## src/rtl/wsh32_pkg.sv

```systemverilog
// Package for the 32-bit word stream hash.
// Holds the hash constants, the datapath command type and the byte count helper.
// Used by wsh32_ctrl, wsh32_dp and word_stream_hash_32.
package wsh32_pkg;

  localparam logic [31:0] INIT_XOR = 32'h971e137b;
  localparam logic [31:0] M1_INIT  = 32'h95543787;
  localparam logic [31:0] M2_INIT  = 32'h2ad7eb25;
  localparam logic [31:0] H_ADD    = 32'ha6b84e31;
  localparam logic [31:0] M1_ADD   = 32'h273581d8;
  localparam logic [31:0] M2_ADD   = 32'hee700bac;
  localparam logic [31:0] FIN_MUL1 = 32'h85ebca6b;
  localparam logic [31:0] FIN_MUL2 = 32'hc2b2ae35;

  localparam logic [2:0] FULL_COUNT = 3'd4;

  typedef enum logic [1:0] {
    MS_WORD,
    MS_ROT,
    MS_FIN1,
    MS_FIN2
  } mul_sel_e;

  typedef struct packed {
    logic     load;
    logic     init;
    logic     mul_en;
    mul_sel_e mul_sel;
    logic     mix;
    logic     advance;
    logic     load_out;
  } dp_cmd_t;

  function automatic logic [2:0] eff_count(logic [2:0] cnt, logic last);
    logic [2:0] res;
    if (!last || cnt[2]) begin
      res = FULL_COUNT;
    end else begin
      res = cnt;
    end
    return res;
  endfunction

endpackage

```

## src/rtl/wsh32_ctrl.sv

```systemverilog
// Controller of the 32-bit word stream hash.
// Sequences word mixing and finalisation and owns the handshake state.
// Depends on wsh32_pkg.
module wsh32_ctrl import wsh32_pkg::*; (
  input  logic       clk_i,
  input  logic       rst_ni,
  input  logic       in_valid_i,
  output logic       in_stall_o,
  input  logic [2:0] byte_count_i,
  input  logic       last_word_i,
  output logic       out_valid_o,
  input  logic       out_stall_i,
  output dp_cmd_t    cmd_o
);

  localparam logic [2:0] ST_IDLE = 3'd0;
  localparam logic [2:0] ST_MUL2 = 3'd1;
  localparam logic [2:0] ST_MIX  = 3'd2;
  localparam logic [2:0] ST_FIN1 = 3'd3;
  localparam logic [2:0] ST_FIN2 = 3'd4;
  localparam logic [2:0] ST_FIN3 = 3'd5;

  logic [2:0] state_q, state_d;
  logic       mid_q, mid_d;
  logic       last_q, last_d;
  logic       full_q, full_d;
  logic       out_valid_q, out_valid_d;
  logic [2:0] eff;

  assign eff = eff_count(byte_count_i, last_word_i);

  always_comb begin
    state_d = state_q;
    mid_d   = mid_q;
    last_d  = last_q;
    full_d  = full_q;
    cmd_o   = '{default: '0, mul_sel: MS_WORD};
    case (state_q)
      ST_IDLE: begin
        if (in_valid_i) begin
          cmd_o.load    = 1'b1;
          cmd_o.init    = !mid_q;
          cmd_o.mul_en  = 1'b1;
          cmd_o.mul_sel = MS_WORD;
          last_d        = last_word_i;
          full_d        = (eff == FULL_COUNT);
          mid_d         = !last_word_i;
          state_d       = (eff == 3'd0) ? ST_FIN1 : ST_MUL2;
        end
      end
      ST_MUL2: begin
        cmd_o.mul_en  = 1'b1;
        cmd_o.mul_sel = MS_ROT;
        state_d       = ST_MIX;
      end
      ST_MIX: begin
        cmd_o.mix     = 1'b1;
        cmd_o.advance = full_q;
        state_d       = last_q ? ST_FIN1 : ST_IDLE;
      end
      ST_FIN1: begin
        cmd_o.mul_en  = 1'b1;
        cmd_o.mul_sel = MS_FIN1;
        state_d       = ST_FIN2;
      end
      ST_FIN2: begin
        cmd_o.mul_en  = 1'b1;
        cmd_o.mul_sel = MS_FIN2;
        state_d       = ST_FIN3;
      end
      ST_FIN3: begin
        if (!(out_valid_q && out_stall_i)) begin
          cmd_o.load_out = 1'b1;
          state_d        = ST_IDLE;
        end
      end
      default: begin
        state_d = ST_IDLE;
      end
    endcase
  end

  assign out_valid_d = (out_valid_q && out_stall_i) || cmd_o.load_out;
  assign in_stall_o  = (state_q != ST_IDLE);
  assign out_valid_o = out_valid_q;

  always_ff @(posedge clk_i or negedge rst_ni) begin
    if (!rst_ni) begin
      state_q     <= ST_IDLE;
      mid_q       <= 1'b0;
      last_q      <= 1'b0;
      full_q      <= 1'b0;
      out_valid_q <= 1'b0;
    end else begin
      state_q     <= state_d;
      mid_q       <= mid_d;
      last_q      <= last_d;
      full_q      <= full_d;
      out_valid_q <= out_valid_d;
    end
  end

  a_fin_order: assert property (@(posedge clk_i) disable iff (!rst_ni)
    state_q == ST_FIN1 |=> state_q == ST_FIN2)
    else $error("finalisation steps out of order");

  a_mix_after_word: assert property (@(posedge clk_i) disable iff (!rst_ni)
    state_q == ST_IDLE && in_valid_i && eff != 3'd0 |=> state_q == ST_MUL2)
    else $error("word transfer not followed by second multiply");

  a_mid_return: assert property (@(posedge clk_i) disable iff (!rst_ni)
    state_q == ST_MIX && !last_q |=> state_q == ST_IDLE && mid_q)
    else $error("inner word did not return to idle mid-message");

  a_no_overwrite: assert property (@(posedge clk_i) disable iff (!rst_ni)
    cmd_o.load_out |-> !(out_valid_q && out_stall_i))
    else $error("pending result overwritten");

endmodule

```

## src/rtl/wsh32_dp.sv

```systemverilog
// Datapath of the 32-bit word stream hash.
// Holds the seed, running hash, multipliers, byte total and one shared multiplier.
// Depends on wsh32_pkg; driven by wsh32_ctrl commands.
module wsh32_dp import wsh32_pkg::*; (
  input  logic        clk_i,
  input  logic        rst_ni,
  input  dp_cmd_t     cmd_i,
  input  logic        cfg_we_i,
  input  logic [31:0] cfg_wdata_i,
  input  logic [31:0] data_word_i,
  input  logic [2:0]  byte_count_i,
  input  logic        last_word_i,
  output logic [31:0] hash_value_o
);

  logic [31:0] seed_q;
  logic [31:0] h_q, h_d;
  logic [31:0] m1_q, m1_d;
  logic [31:0] m2_q, m2_d;
  logic [31:0] total_q, total_d;
  logic [31:0] p_q, p_d;
  logic [31:0] hash_q, hash_d;
  logic [2:0]  eff;
  logic [31:0] mask;
  logic [31:0] m1_cur;
  logic [31:0] hx;
  logic [31:0] op_a, op_b, prod;

  assign eff = eff_count(byte_count_i, last_word_i);

  always_comb begin
    case (eff)
      3'd1:    mask = 32'h0000_00ff;
      3'd2:    mask = 32'h0000_ffff;
      3'd3:    mask = 32'h00ff_ffff;
      default: mask = 32'hffff_ffff;
    endcase
  end

  assign m1_cur = cmd_i.init ? M1_INIT : m1_q;
  assign hx     = h_q ^ total_q;

  always_comb begin
    case (cmd_i.mul_sel)
      MS_WORD: begin
        op_a = data_word_i & mask;
        op_b = m1_cur;
      end
      MS_ROT: begin
        op_a = {p_q[20:0], p_q[31:21]};
        op_b = m2_q;
      end
      MS_FIN1: begin
        op_a = hx ^ (hx >> 16);
        op_b = FIN_MUL1;
      end
      MS_FIN2: begin
        op_a = p_q ^ (p_q >> 13);
        op_b = FIN_MUL2;
      end
      default: begin
        op_a = '0;
        op_b = '0;
      end
    endcase
  end

  assign prod = op_a * op_b;

  always_comb begin
    h_d     = h_q;
    m1_d    = m1_q;
    m2_d    = m2_q;
    total_d = total_q;
    p_d     = cmd_i.mul_en ? prod : p_q;
    hash_d  = cmd_i.load_out ? (p_q ^ (p_q >> 16)) : hash_q;
    if (cmd_i.load) begin
      if (cmd_i.init) begin
        h_d     = seed_q ^ INIT_XOR;
        m1_d    = M1_INIT;
        m2_d    = M2_INIT;
        total_d = {29'd0, eff};
      end else begin
        total_d = total_q + {29'd0, eff};
      end
    end
    if (cmd_i.mix) begin
      h_d = ((h_q << 2) + h_q + H_ADD) ^ p_q;
    end
    if (cmd_i.advance) begin
      m1_d = (m1_q << 3) + m1_q + M1_ADD;
      m2_d = (m2_q << 2) + m2_q + M2_ADD;
    end
  end

  always_ff @(posedge clk_i or negedge rst_ni) begin
    if (!rst_ni) begin
      seed_q <= '0;
    end else if (cfg_we_i) begin
      seed_q <= cfg_wdata_i;
    end
  end

  always_ff @(posedge clk_i) begin
    h_q     <= h_d;
    m1_q    <= m1_d;
    m2_q    <= m2_d;
    total_q <= total_d;
    p_q     <= p_d;
    hash_q  <= hash_d;
  end

  assign hash_value_o = hash_q;

endmodule

```

## src/rtl/word_stream_hash_32.sv

```systemverilog
// Top level of the 32-bit word stream hash.
// Joins the controller wsh32_ctrl and the datapath wsh32_dp; depends on wsh32_pkg.
//
// Usage:
//   Input channel (in_valid_i / in_stall_o) carries data_word_i, byte_count_i and
//   last_word_i; a transfer completes when valid is high and stall is low.
//   Output channel (out_valid_o / out_stall_i) carries hash_value_o, one result
//   per message, after its last word.
//   The user must write the seed through cfg_we_i / cfg_wdata_i only while the
//   block is idle; the block itself does not enforce this. The seed applies from
//   the first word of the next message.
//   A word that carries bytes uses the shared 32x32 multiplier twice, then the hash
//   is updated; the input stalls meanwhile, so no new word is taken before then.
//   A last word with no bytes goes straight to finalisation; finalisation uses the
//   multiplier twice more and then loads the result into the output register.
//   A finished result waits in the output register while the receiver stalls;
//   the next message's words are taken meanwhile, and only the following
//   result waits for the register to drain.
//   Reset clears the seed to zero, drops any pending result and starts a
//   fresh message.
module word_stream_hash_32 import wsh32_pkg::*; (
  input  logic        clk_i,
  input  logic        rst_ni,
  input  logic        cfg_we_i,
  input  logic [31:0] cfg_wdata_i,
  input  logic        in_valid_i,
  output logic        in_stall_o,
  input  logic [31:0] data_word_i,
  input  logic [2:0]  byte_count_i,
  input  logic        last_word_i,
  output logic        out_valid_o,
  input  logic        out_stall_i,
  output logic [31:0] hash_value_o
);

  dp_cmd_t cmd;

  wsh32_ctrl u_ctrl (
    .clk_i        (clk_i),
    .rst_ni       (rst_ni),
    .in_valid_i   (in_valid_i),
    .in_stall_o   (in_stall_o),
    .byte_count_i (byte_count_i),
    .last_word_i  (last_word_i),
    .out_valid_o  (out_valid_o),
    .out_stall_i  (out_stall_i),
    .cmd_o        (cmd)
  );

  wsh32_dp u_dp (
    .clk_i        (clk_i),
    .rst_ni       (rst_ni),
    .cmd_i        (cmd),
    .cfg_we_i     (cfg_we_i),
    .cfg_wdata_i  (cfg_wdata_i),
    .data_word_i  (data_word_i),
    .byte_count_i (byte_count_i),
    .last_word_i  (last_word_i),
    .hash_value_o (hash_value_o)
  );

endmodule

```

## config.mk

```make
export PLATFORM = sky130hd
export DESIGN_NAME = word_stream_hash_32
export DESIGN_NICKNAME = d
export VERILOG_FILES = /design/src/rtl/wsh32_pkg.sv /design/src/rtl/wsh32_ctrl.sv /design/src/rtl/wsh32_dp.sv /design/src/rtl/word_stream_hash_32.sv
export SDC_FILE = /design/constraint.sdc
export NUM_CORES = 2
export LEC_CHECK = 0
export ABC_AREA = 1
export BUFFER_PORTS_ARGS = -buffer_cell sky130_fd_sc_hd__buf_4
export CAP_MARGIN = 15
export CORE_MARGIN = 5
export CORE_UTILIZATION = 60
export CTS_BUF_LIST = sky130_fd_sc_hd__clkbuf_2 sky130_fd_sc_hd__clkbuf_4 sky130_fd_sc_hd__clkbuf_8
export DETAILED_ROUTE_END_ITERATION = 10
export PLACE_DENSITY = 0.77
export SYNTH_ARGS = -nofsm -noshare
export SYNTH_HDL_FRONTEND = slang
export SYNTH_HIERARCHICAL = 1
export SYNTH_SLANG_ARGS = --single-unit
```

## constraint.sdc

```tcl
create_clock -name clk_i -period 14.2 [get_ports clk_i]
set_input_delay 0 -clock clk_i [delete_from_list [all_inputs] [get_ports clk_i]]
set_output_delay 0 -clock clk_i [all_outputs]
set_load 0.005 [all_outputs]
```

==> results.txt <==
first-pass GRT wire length - 173800 µm
FMAX - 0.09405 GHz
Post-route DRC - 0
Die Width - 244.8 µm
most common library cell in the layout ignoring fill and taps - inv_1
NumNets Final - 5069
Critical Path Start Type - register
clk_lat worst skew - 600 ps
clk slew on worst S/H paths - 70 ps
Root Driver - clkbuf_8
Die Footprint - 59920 µm²
syn_area_per_cell - 7.986 µm²
core area - 54880 µm²
post-synthesis cell count - 4142
yosys warns - 6
clock sink total - 226
Top-Level Pins - 107
layout cells sized above 1 - 7.623%
arrival time worst endpoint - 10960 ps
Max FO, Critical Path - 42
CTS tree - built
die height - 244.8 µm
largest net degree at the start of global routing - 57
Req. time, crit path - 14530 ps
via count - 29900
Routed Antenna Nets - 0
Register Area - 6591 µm²
fin crit share - 74.88%
cell family with most CP delay - adder cells
Primary FF master, synth - edfxtp_1
final non-filler cell total - 5035
GPL Wtd Cong - 1.095
Setup CP Type - reg2reg
Pre-antenna DRT Iters - 10
Syn Nets - 4914
cts bufs inserted - 41
Least-Margin Pin Slew - 1339 ps
Cell Area, Synth - 33080 µm²
Hold Fails Final Rpt - 0
most frequent cells in the layout - inv_1, nand2_1, nor2_1
design area - 36380 µm²
ys async rst share - 17.26%
clock skew - 35.81 ps
fill count - 4631
Post-DP Area - 34540 µm²
# rows - 86
sequential area share after synthesis - 19.93%
RSZ-0062 raised after global routing - no
min-delay worst type - in2reg
total grt overflow - 0
area grow syn2layout - 9.997%
fin. max-slew vios - 0
Crit-path slowest cell - clkinv_1
vias in the first global route - 29730
max_cap viols - 0
Slew HR - 10.74%
most used cell, CP - fa_1
area of the multi-input gates - 22690 µm²
drt wl/cell - 22.71 µm
slowest stage delay, CP - 850 ps
drt via density - 5.938
post-detail-place hpwl - 88950 µm
port buffer count - 106
setup violators final - 0
FF+latch count, synth - 226
status - completed
Critical Path Sink Type - register
number of buffers and inverters on the critical path - 7
Cell Count Post-Placement - 4870
minimum clock period - 10630 ps
Routed Wire Length - 114400 µm
number of synthesized flops with an enable pin - 187
1st-iter DRT viols - 3750
H-tree depth - 2
clk buf depth - 3
final core occ - 66.30%
Tot GR Track Use - 37.88%
Starting Density - 60.28%
setup TNS after final layout - 0 ps
Unique masters post-synth - 66
antenna violations before repair - 3
[synthesized netlist by cell type, types with 6 or more instances]
library cell,instances,share of area [%]
buf_6,9,0.31
nor2_1,424,4.8
inv_2,21,0.24
nor4_1,14,0.26
ha_1,289,11
o211ai_1,9,0.20
o21ai_0,197,3.0
dfrtp_1,39,3.0
nor2_2,7,0.13
o21bai_1,10,0.23
xor2_1,107,2.8
o21a_1,12,0.27
xnor2_1,50,1.3
or2_2,23,0.44
edfxtp_1,187,17
a21oi_1,176,2.7
nand2_1,829,9.4
fa_1,410,25
nand2_2,7,0.13
buf_2,17,0.26
o22ai_1,6,0.11
clkbuf_1,89,1.0
a31oi_1,22,0.42
nor3_1,24,0.36
o21ai_1,16,0.24
mux2_2,20,0.68
or2_1,6,0.11
a21o_1,14,0.32
inv_1,846,9.6
nand3_1,149,2.3
nand4_1,34,0.64
[routing by layer]
| metal | GRT usage [%] | part of all wire [%] | vias up |
|---|---|---|---|
| met2 | 56.88 | 42 | 2040 |
| met5 | 0 | 0.031 | - |
| met3 | 13.51 | 14 | 471 |
| met4 | 16.14 | 6.1 | 4 |
| met1 | 50.14 | 38 | 14160 |
| li1 | - | - | 13220 |
[state kept, by name, summed over array words and instances (netlist names), 3 cells and up]
signal,flops
u_ctrl/state_q,3
u_dp/h_q,32
u_dp/hash_value_o,32
u_dp/m1_q,32
u_dp/m2_q,27
u_dp/p_q,32
u_dp/seed_q,32
u_dp/total_q,32
[path summary, 6_finish.rpt]
check | startpoint | endpoint | slack, ps | cells past startpoint
min reg2reg | u_ctrl/last_q$_DFFE_PN0P_ | u_ctrl/last_q$_DFFE_PN0P_ | 510 | 2
max in group asynchronous | rst_ni | u_ctrl/state_q[0]$_DFFE_PN0P_ | 13470 | 4
max reg2reg | u_ctrl/state_q[0]$_DFFE_PN0P_ | u_dp/p_q[28]$_DFFE_PP_ | 3570 | 29
min | out_stall_i | u_ctrl/out_valid_o$_DFF_PN0_ | 230 | 4
max | u_ctrl/state_q[0]$_DFFE_PN0P_ | u_dp/p_q[28]$_DFFE_PP_ | 3570 | 29
min in group asynchronous | rst_ni | u_dp/seed_q[21]$_DFFE_PN0P_ | 510 | 4
[logic make-up after synthesis]
| logic type | synth area share, % |
|---|---|
| multiplexers | 0.6809 |
| XOR/XNOR | 4.157 |
| flip-flops | 19.93 |
| AND/OR/NAND/NOR | 19.28 |
| buffers and inverters | 11.60 |
| AO/OA/AOI/OAI | 8.605 |
| adder cells (fa/ha/maj) | 35.75 |
[layout make-up]
cell class	count	area share, %
multi-input combinational	2921	62.36
sequential	226	18.12
inverter	873	9.013
timing repair buffer	234	5.461
tap	704	2.421
clock buffer	56	1.929
clock inverter	19	0.6843
antenna	2	0.01376
[metrics by stage]
stage          hold slack (ps)  setup WS, ps
3_5_place_dp             4.094          3953
5_1_grt                  238.0          3415
2_1_floorplan           -295.6          6302
4_1_cts                  201.5          3950
6_report                 233.3          3567
3_3_place_gp             1.289          4095
[worst min-delay path: stages]
cell,delay [ps]
dlygate4sd3_1,540
buf_4,100
nand2_1,50
nand2_1,70
[timing repair]
action	4_1_cts	5_1_grt
hold buffers	88	0
gates resized for setup	0	0
endpoints found under the hold margin	80	0
buffers inserted	0	0
Power is not shown: default switching activity piles up to over one toggle a cycle in this logic, so the estimate is an artifact.
